<file path="src/rtl/core/olid_first_hit.sv">
`timescale 1ns / 1ps
// ----------------------------------------------------------------------------
// Ordered list first-hit encoder
// Isolates the lowest set bit of the match vector and encodes its index.
// ----------------------------------------------------------------------------
module olid_first_hit #(
  parameter int N = 64
) (
  input  logic [N-1:0]         hits,
  output logic                 any,
  output logic [$clog2(N)-1:0] index
);

  localparam int IDX_W = $clog2(N);

  logic [N-1:0] lowest;

  assign lowest = hits & (~hits + N'(1));
  assign any    = |hits;

  always_comb begin
    index = '0;
    for (int k = 0; k < N; k++) begin
      if (lowest[k]) begin
        index = index | IDX_W'(k);
      end
    end
  end

endmodule

</file>
<file path="config.mk">
export PLATFORM = sky130hd
export DESIGN_NAME = olid_first_hit
export DESIGN_NICKNAME = d
export VERILOG_FILES = /design/src/rtl/core/olid_first_hit.sv
export SDC_FILE = /design/constraint.sdc
export NUM_CORES = 1
export LEC_CHECK = 0
export ABC_AREA = 1
export BUFFER_PORTS_ARGS = -buffer_cell sky130_fd_sc_hd__buf_2
export CORE_UTILIZATION = 55
export DETAILED_ROUTE_END_ITERATION = 8
export PLACE_DENSITY_LB_ADDON = 0.1
export SLEW_MARGIN = 20
export SYNTH_ARGS = -nofsm -noshare
export SYNTH_HDL_FRONTEND = slang
export SYNTH_SLANG_ARGS = --single-unit
</file>
<file path="constraint.sdc">
create_clock -name vclk -period 2.2
set_clock_uncertainty 0.2 [all_clocks]
set_input_delay 0.22 -clock vclk [all_inputs]
set_output_delay 0.22 -clock vclk [all_outputs]
set_load 0.005 [all_outputs]
</file>
After elaboration in Yosys (flattened, before gate mapping)
Index checks and enable logic that the tools add are counted.
- bits in writable memories: 0
- memories kept: 0
- bits of input ports: 64
- latch bits: 0
- output and inout port bits: 7
- bits in registers: 0
- bits in read-only memories: 0
- word-level logic and storage cells: 67
- order comparisons: 0
- multiplexer cells: 63
- multiply operators: 0
- equal/unequal tests: 0
- $add $sub $neg: 1
- bitwise operators: 2
- reduce and logical (&&, ||, !) cells: 1
- div/mod/pow operators: 0
- shifts and indexed selects: 0
- operators with widths (operator ; number):
    6-bit 2-to-1 mux ; 32
    5-bit 2-to-1 mux ; 16
    64-bit by 1-bit adder with 64-bit output, second input constant ; 1
    64-bit AND ; 1
    64-bit inverter ; 1
    64-bit OR reduction ; 1
    4-bit 2-to-1 mux ; 8
    3-bit 2-to-1 mux ; 4
    2-bit 2-to-1 mux ; 2
    1-bit 2-to-1 mux ; 1

Depth between registers and ports, before layout
- word-level depth: 66
- gate-level depth with buffers: 11
- mapped depth without buffers: 11

Worst setup path after synthesis
OpenSTA, ideal clock, no wires.
- path type: input-to-output
- start point: input port hits[1]
- end point: output port index[0]
- stages on the path: 10
- arrival time: 1.298 ns
- buffers on the path: 0
- slack: 0.482 ns
- required time: 1.780 ns
- cells stage by stage: nor2_2 -> nand2_4 -> nor2_8 -> nand2_4 -> nor2_4 -> nand3_1 -> and3_1 -> nand2_1 -> nor2_1 -> nand2_1
- cells in the longest elaborated chain, start to end: 66
- ends and longest elaborated chain (what ; line ; RTL):
    from (decl) ; 9 ; input logic [N-1:0] hits,
    64-bit inverter ; 18 ; assign lowest = hits & (~hits + N'(1));
    64-bit by 1-bit adder with 64-bit output ; 18 ;
    64-bit AND (*) ; 18 ;
    1-bit 2-to-1 mux ; 24 ; if (lowest[k]) begin
    2-bit 2-to-1 mux (2 in a row) ; 24 ;
    3-bit 2-to-1 mux (4 in a row) ; 24 ;
    4-bit 2-to-1 mux (8 in a row) ; 24 ;
    5-bit 2-to-1 mux (16 in a row) ; 24 ;
    6-bit 2-to-1 mux (31 in a row) ; 24 ;
    6-bit 2-to-1 mux (*) ; 24 ;
    to (decl) ; 11 ; output logic [$clog2(N)-1:0] index
Every way passes the cells marked *; elsewhere a longest branch is shown, timed or not.

Worst setup path in the final report
- start point: input port hits[28]
- end point: output port index[5]
- cells in the longest elaborated chain, start to end: 35
- ends and longest elaborated chain (what ; line):
    64-bit inverter (*) ; 18
    64-bit by 1-bit adder with 64-bit output (*) ; 18
    64-bit AND (*) ; 18
    6-bit 2-to-1 mux (31 in a row) ; 24
    6-bit 2-to-1 mux (*) ; 24
Marks and branches as above.

==> reports/metrics.csv <==
stage;metric;value;unit
sta;Final WS setup;-0.00872;ns
logic_synthesis;sequential fraction of the synthesis area;0;%
place;Area after DPL;2830;um^2
sta;Worst slew margin;79.4;%
routing;WL final;10.2;mm
flow_run;max capacitance violation total;0;
floorplanning;Chip Height;67.2;um
final_layout;count of sequential standard cells;0;
floorplanning;site row count;23;
power_and_ir_drop;maximum vdd ir drop;0.0656;mV
worst_setup_path;crit start category;primary input;
grt;global router's overall resource usage;40.4;%
final_layout;area added between synthesis and finish;33.3;%
logic_synthesis;number of synthesis warnings;0;
final_layout;diode insertion count for antenna repair;0;
hold_path;hold path startpoint;hits[62];
hold_path;class of the tightest hold or removal check;in2out;
routing;post-DR wirelength/cell;15.0;um
sta;Tmin final;2.21;ns
floorplanning;Initial Util;58.1;%
worst_setup_path;CP max stage cell;nor2_4;
logic_synthesis;average cell area after synthesis;4.36;um^2
worst_setup_path;nature of the critical path endpoint;output pin;
sta;unrepaired setup endpoints after global routing;true;
place;half-perimeter wire length of the detailed placement result;7.89;mm
worst_setup_path;arrival time reported for the critical path endpoint;1.79;ns
worst_setup_path;category of cells accounting for the largest share of critical-path delay;simple AND/OR/NAND/NOR gates;
worst_setup_path;CP required;1.78;ns
place;pre-CTS worst setup slack;-0.0270;ns
routing;vias post-DR;3935;
grt;total global routing overflow;0;
power_and_ir_drop;pwr dens;86.2;nW/um^2
routing;antenna violation net count after detailed routing;0;
routing;remaining routing DRC violations;0;
worst_setup_path;number of buffers and inverters on the critical path;2;
final_layout;post-layout net count;694;
grt;maximum number of pins on one net before global-route repair;10;
final_layout;share of post-route cells with drive strength above 1;26.4;%
status;failing checks;setup timing;
status;result of the run;finished with violations;
logic_synthesis;count of distinct cell types in the synthesized netlist;22;
routing;DR iter-0 viols;334;
sta;final hold vios;0;
logic_synthesis;library cell occupying the most area in the post-synthesis netlist;nor2_1;
worst_setup_path;delay of the slowest cell on the worst path;0.21;ns
place;final estimated routing congestion in global placement;1.09;
routing;detailed-routing iteration count for the pre-antenna-repair pass;6;
grt;antenna violations before repair;0;
logic_synthesis;Mapped Cells;537;
place;IO buf count;71;
logic_synthesis;post-synth top area share;26.6;%
floorplanning;Top Ports;71;
grt;global-route wire length before repair;13.8;mm
final_layout;post-layout instance area;3120;um^2
sta;number of setup violations in the final report;2;
sta;final cycle utilization of the critical path;100;%
hold_path;number of cells on the worst hold path;5;
final_layout;area used by sequential logic in the layout;0;um^2
logic_synthesis;most area-consuming cells after synthesis;nor2_1 27%, nand2_1 26%, nand3_1 16%;
final_layout;clkbuf count;0;
logic_synthesis;net count after synthesis;601;
routing;average vias per placed instance;5.80;
worst_setup_path;list of cells traversed by the critical path;buf_2, nor2_1, nand2_1, nor2_1, nand2_1, nor2_4, nand3_1, nand2_1, nor2_1, nand2_1, nor2_1, nand3_1, buf_2;
worst_setup_path;kind of critical path;in2out;
floorplanning;area enclosed by the die boundary;4520;um^2
sta;Tightest Pin Transition;0.308;ns
logic_synthesis;Netlist Area Pre-Place;2340;um^2
floorplanning;Core Region;4030;um^2
power_and_ir_drop;reported leakage power;0.00172;uW
sta;top achievable clock speed;0.453;GHz
sta;Max Transition Viols Final;0;
hold_path;end point of the worst hold path;any;
sta;Setup Total Neg Slack;-0.0115;ns
floorplanning;overall die width;67.2;um
grt;via count of the first global-routing pass;3176;
worst_setup_path;largest fanout on the critical path;7;
timing repair:
item | CTS | global route
setup buffers | 0 | 9
resized for setup | 3 | 62
pin swaps | 1 | 20
hold buffers | 0 | 0
setup endpoints to repair | 4 | 7
gates cloned | 1 | 0
cell type report:
cell class,count,area [um^2]
inverters,74,278
well taps,50,62.6
multi-input cells,464,2260
repair buffers,90,520
fillers,368,910
report_power, final:
part           internal [uW]  leakage (uW)  switching (uW)
registers                  0             0               0
clock network              0             0               0
logic                   96.7       0.00172             172
metrics by stage:
stage / utilization, % / hold WS (ns) / std cells / power, uW
2_1_floorplan: - / 0.419 / 537 / 104
3_3_place_gp: 70.3 / 0.608 / 668 / 223
3_5_place_dp: 70.3 / 0.612 / 668 / 228
4_1_cts: 70.7 / 0.614 / 669 / 229
5_1_grt: 77.4 / 0.667 / 678 / 286
6_report: 77.4 / 0.606 / 678 / 269
per-layer routing:
layer  track usage [%]  vias up  share of wire (%)
met5                 0        -                  0
met4              21.0        0                7.0
met3              4.39       77                9.8
met2              75.9      292                 48
met1              43.8     1699                 35
li1                  -     1867                  -
worst max path at each step:
| stage | start | cells past startpoint | slack (ns) | endpoint |
|---|---|---|---|---|
| after floorplan | hits[1] | 10 | 0.48 | index[0] |
| after global placement | hits[20] | 13 | -0.03 | index[5] |
| after detailed placement | hits[3] | 13 | -0.03 | index[3] |
| after CTS | hits[28] | 13 | 0.02 | index[3] |
| after global routing | hits[3] | 13 | -0.07 | index[5] |
| final | hits[28] | 13 | -0.009 | index[5] |
cell usage after synthesis:
cell type,n
nor2_1,166
nand2_1,163
inv_1,74
nand3_1,73
nor2_2,10
nor2_4,9
nor3_1,9
nand4_1,7
nand3b_1,5
nand2_2,3
nand2_4,3
and2_1,2
and3_1,2
nor3b_1,2
o21ai_0,2
a22oi_1,1
nand3_2,1
nor2_8,1
o211a_1,1
o211ai_1,1
o21bai_1,1
or3_1,1
cells by family after synthesis:
kind of cell | share of synthesized area, %
compound gates | 1.82
buf+inv | 11.9
simple gates | 86.3
worst min-delay path, cell delays in order:
cell	delay [ns]
buf_2	0.08
nor2_1	0.04
nand3_1	0.06
or3_1	0.09
buf_2	0.10
placed cells by master (no fill, tap or decap), drive strengths merged:
cell type  instances
a22oi              1
and2               2
and3               2
buf               90
inv               74
nand2            169
nand3             74
nand3b             5
nand4              7
nor2             187
nor3               9
nor3b              2
o211a              1
o211ai             1
o21ai              2
o21bai             1
or3                1
(Power assumes the default switching activity.)
