File: config.mk
export PLATFORM = sky130hd
export DESIGN_NAME = olid_cell
export DESIGN_NICKNAME = d
export VERILOG_FILES = /design/src/rtl/core/olid_pkg.sv /design/src/rtl/core/olid_cell.sv
export SDC_FILE = /design/constraint.sdc
export NUM_CORES = 1
export LEC_CHECK = 0
export ABC_AREA = 0
export BUFFER_PORTS_ARGS = -buffer_cell sky130_fd_sc_hd__buf_2
export CORE_MARGIN = 4
export CORE_UTILIZATION = 39
export DETAILED_ROUTE_END_ITERATION = 16
export PLACE_DENSITY = 0.81
export SYNTH_ARGS = -nofsm -noshare
export SYNTH_HDL_FRONTEND = slang
export SYNTH_SLANG_ARGS = --single-unit
File: constraint.sdc
create_clock -name clk -period 1.45 [get_ports clk]
set_input_delay 0.0725 -clock clk [delete_from_list [all_inputs] [get_ports clk]]
set_output_delay 0.0725 -clock clk [all_outputs]
set_load 0.005 [all_outputs]
File: src/rtl/core/olid_pkg.sv
`timescale 1ns / 1ps
// ----------------------------------------------------------------------------
// Ordered list package
// Field widths, operation codes and the per-cell update actions shared by
// the interfaces, the cell row and the top level.
// ----------------------------------------------------------------------------
package olid_pkg;

  localparam int OPCODE_W = 2;
  localparam int POS_W    = 7;
  localparam int VALUE_W  = 32;
  localparam int LEN_W    = 7;

  typedef logic signed [VALUE_W-1:0] value_t;

  typedef enum logic [OPCODE_W-1:0] {
    OP_INSERT = 2'd0,
    OP_DELETE = 2'd1,
    OP_LOCATE = 2'd2
  } opcode_t;

  typedef enum logic [1:0] {
    CELL_HOLD       = 2'd0,
    CELL_LOAD       = 2'd1,
    CELL_FROM_LEFT  = 2'd2,
    CELL_FROM_RIGHT = 2'd3
  } cell_action_t;

endpackage

File: src/rtl/core/olid_cell.sv
`timescale 1ns / 1ps
// ----------------------------------------------------------------------------
// Ordered list cell
// Holds one list entry, takes a new value or a neighbour's entry when the
// list shifts, and compares its entry with the search key.
// ----------------------------------------------------------------------------
module olid_cell import olid_pkg::*; (
  input  logic         clk,
  input  cell_action_t action,
  input  value_t       new_value,
  input  value_t       left_value,
  input  value_t       right_value,
  input  value_t       key,
  input  logic         occupied,
  output value_t       entry,
  output logic         match
);

  always_ff @(posedge clk) begin
    unique case (action)
      CELL_HOLD:       entry <= entry;
      CELL_LOAD:       entry <= new_value;
      CELL_FROM_LEFT:  entry <= left_value;
      CELL_FROM_RIGHT: entry <= right_value;
      default:         entry <= entry;
    endcase
  end

  assign match = occupied && (entry == key);

endmodule

== Yosys cells after proc, flatten, opt, wreduce, memory -nomap -nowiden ==
Cells that the tools add are included.
W data, S select, Z words.

* Output and inout port bits: 33
* Memories kept: 0
* Logic and storage cells: 8
* RAM bits: 0
* Bits in latches: 0
* Bits in registers: 32
* Bits of input ports: 132
* Memory bits (read-only): 0

* Bitwise operators: 0
* Multipliers: 0
* Shift-type cells: 0
* Magnitude comparators: 0
* $add $sub $neg: 0
* Reductions and logical operators: 2
* Equality and inequality tests: 4
* Div/mod/pow operators: 0
* Mux-type cells: 1

{| class="wikitable"
|+ Operators with widths
! cell !! count
|-
| $pmux W32 S3 || 1
|-
| $eq A32 B32 Y1 || 1
|-
| $eq A2 B2 Y1 const B || 2
|-
| $eq A2 B1 Y1 const B || 1
|-
| $logic_not A2 Y1 || 1
|-
| $logic_and A1 B1 Y1 || 1
|}

== Longest topological paths before layout ==
* Word-level depth: 2
* Gate-level depth with buffers: 4
* Mapped depth without buffers: 4

== Worst setup path after synthesis ==
No wires, ideal clock.

* Kind: input -> register
* From: input action[0]
* To: register entry[0], enable pin
* Stages: 3
* Library setup time: 0.375 ns
* Setup slack: 0.161 ns
* Arrival: 0.915 ns
* Data required time: 1.075 ns
* Path buffers: 2
* Path through: buf_2 buf_4 or2_2

* Word-level cells in the longest chain between the ends: 1

{| class="wikitable"
|+ RTL lines
! element !! line !! RTL
|-
| from (decl) || olid_cell.sv:9 || <nowiki>input cell_action_t action,</nowiki>
|-
| $logic_not A2 Y1 || olid_cell.sv:20 || <nowiki>unique case (action)</nowiki>
|-
| to (signal assigned) || olid_cell.sv:21 || <nowiki>CELL_HOLD: entry <= entry;</nowiki>
|-
| to (signal assigned) || olid_cell.sv:22 || <nowiki>CELL_LOAD: entry <= new_value;</nowiki>
|-
| to (signal assigned) || olid_cell.sv:23 || <nowiki>CELL_FROM_LEFT: entry <= left_value;</nowiki>
|-
| to (decl) || olid_cell.sv:15 || <nowiki>output value_t entry,</nowiki>
|}

No other way between the ends.
A chain may end at the register's enable or synchronous reset.

== Worst setup path after layout ==
* From: register entry[27]
* To: output match

* Word-level cells in the longest chain between the ends: 2

{| class="wikitable"
|+ RTL lines
! element !! line !! RTL
|-
| $eq A32 B32 Y1 || olid_cell.sv:29 || <nowiki>assign match = occupied && (entry == key);</nowiki>
|-
| $logic_and A1 B1 Y1 || olid_cell.sv:29 ||
|-
| to (decl) || olid_cell.sv:16 || <nowiki>output logic match</nowiki>
|}

No other way between the ends.

==> results.yml <==
worst_setup_path:
  critPathMaxFanout: 2
  crit_slowest_cell: "edfxtp_1"
  cp-end-kind: "primary output"
  path_delay_family: "simple AND/OR/NAND/NOR gates"
  path_buf_inv: 1
  path_class: "reg -> out"
  worstSetupPathDepth: 5
  worstPathRequired_ns: 1.38
  cp_cell_sequence: "xor2_1 > nor4_2 > nand3_1 > nor3_2 > buf_2"
  critPathArrivalTime_ns: 1.66
  start_kind: "flop"
  cpPeakStageDelay_ns: 0.39
layout:
  largest_reg_flops: 32
  largest_register: "entry"
  area_delta_synth_final_pct: 49.1
  final_nets: 480
  drive_gt1_share_pct: 50.7
  finish.utilization_pct: 61.2
  largestRegisters: "entry: 32 flops"
  n_antenna_cell: 0
power:
  ir_worst_vdd_mv: 0.410
  finalPower_uw: 2480
  combPwrFrac_pct: 25.2
  power-per-cell-area_nw_per_um2: 841
  p_int_uw: 1820
  seqPwrFrac_pct: 49.1
  p_sw_share_pct: 26.5
  power.share.clock_pct: 25.7
  total_leakage_power_uw: 0.00146
  p_sw_uw: 657
placed_design:
  place_congestion: 0.777
  place_hpwl_mm: 4.71
  numPortBuffers: 164
drt:
  dr_total_vias: 1963
  wire_per_inst_um: 13.7
  remaining_drc_errors: 0
  firstDrtPassIters: 4
  avgViaCountPerCell: 4.72
  drt_iter0_drc: 61
  finalWirelength_mm: 5.69
  ant_nets: 0
sta:
  fin_setup_tns_ns: -0.279
  hold_violations: 0
  period_minus_slack_ns: 1.73
  min_period_over_period_pct: 119
  rsz0062_at_grt: "yes"
  worstMarginPinSlew_ns: 0.742
  fmax_mhz: 579
  maxSlewHeadroom_pct: 50.5
  slew_viol_final: 0
  worst_slack_ns: -0.279
  finalSetupViolCount: 1
synthesis:
  synthTopCellsByCount: "a21oi_1, edfxtp_1, mux2i_1, nor2_1, xor2_1"
  syn_area_sq_um: 1980
  synthFlopType: "edfxtp_1"
  yosysTopAreaCell: "edfxtp_1"
  syn_area_per_cell_sq_um: 10.8
  synth_cell_types: 16
  yosysWarningCount: 0
  synth_fp_nets: 316
  synth-simple-area-share_pct: 10.2
  synthAdderAreaFrac_pct: 0
  synthCells: 184
  synth_area_leaders: "edfxtp_1, mux2i_1, xor2_1, a21oi_1, nor2_1"
  yosysSeqAreaShare_pct: 48.6
  synth_top_cell_area_share_pct: 48.6
  synthArstFlopShare_pct: 0
  synthMuxAreaShare_pct: 16.2
  synth_compound_area_share_pct: 8.10
  synth_top_family_by_area: "multiplexers"
  synth_edf_count: 32
  synth-xor-area-share_pct: 14.2
  synth_seq_cells: 32
hold_path:
  min_path_cells: 3
  hold_path.class: "in -> reg"
clock_tree:
  cts_sinks: 32
  root_buffer: "clkbuf_8"
  cts_hold_buffers: 0
  htreeDepth: 2
  clk_pin_slew_ns: 0.06
  cts_buffers: 5
  cts.path.max_buffers: 2
  cts_tree: "done"
die:
  num_rows: 25
  start_util_pct: 41.1
  core_area_sq_um: 4820
  die-area_sq_um: 6280
  dieWidth_um: 79.2
  die-height_um: 79.2
  pin_count: 165
grt:
  grt-ovfl-total: 0
  grt_pass1_wl_mm: 8.69
  antenna_found_initial: 0
  grt_max_degree: 65
  grt_pass1_vias: 1953
  grtUsageTotal_pct: 17.9
run:
  drv_cap: 0
run_status:
  outcome: "finished, violations left"
  violations: "setup timing"
## area by class of cell
type / count / area, sq um
clock inverter: 1 / 3.75
tap: 67 / 83.8
fill: 465 / 1870
multi-input combinational: 141 / 975
timing repair buffer: 168 / 851
sequential: 32 / 961
clock buffer: 7 / 76.3
## path summary, 6_finish.rpt
| check | from | to | slack [ns] |
|---|---|---|---|
| worst min-delay path | new_value[29] | entry[29] | 0.11 |
| worst max-delay path | entry[27] | match | -0.28 |
## power groups by stage
stage | Clock, uW | Combinational, uW | Sequential (uW)
final | 637 | 625 | 1220
after global routing | 701 | 701 | 1230
after CTS | 655 | 632 | 1220
after detailed placement | 0 | 625 | 1240
after global placement | 0 | 612 | 1230
after floorplan | 0 | 268 | 1250
## cells by family (layout without fill, tap and decap cells)
| logic type | Yosys count | count (layout) |
|---|---|---|
| compound gates | 32 | 32 |
| flops | 32 | 32 |
| mux | 32 | 32 |
| xor+xnor | 32 | 32 |
| simple gates | 45 | 45 |
| buf+inv | 11 | 176 |
## through the flow
step	worst slack [ns]	area, sq um	hold slack [ns]	instances
after global routing	-0.435	2950	0.117	416
final	-0.279	2950	0.113	416
after CTS	-0.334	2940	0.108	416
after detailed placement	-0.0991	2860	0.398	408
after floorplan	0.161	1980	0.250	184
after global placement	-0.0880	2860	0.396	408
## metal layers
layer | global-route usage (%) | up-vias | routed length [um]
met3 | 4.99 | 4 | 486
li1 | - | 990 | -
met5 | 0 | - | 0
met1 | 19.0 | 886 | 1970
met4 | 5.15 | 0 | 46
met2 | 34.0 | 83 | 3180
## timing repair
| item | 4_1_cts | 5_1_grt |
|---|---|---|
| buffers inserted | 0 | 0 |
| pin swaps | 2 | 0 |
| endpoints found under the setup margin | 1 | 1 |
| resized for setup | 1 | 1 |
## placed cells by master, fill, tap and decap left out
cell / n
nor3_1: 1
nor3_2: 1
mux2i_1: 32
nor4_2: 2
xor2_1: 31
edfxtp_1: 32
nor4_1: 5
a21oi_1: 32
nor2_1: 32
xnor2_1: 1
buf_4: 4
buf_2: 164
clkinv_1: 1
or2_2: 1
nand4_1: 1
clkbuf_8: 5
clkbuf_1: 2
nand3_1: 2
Note: power is estimated with default switching activity, not from simulation.
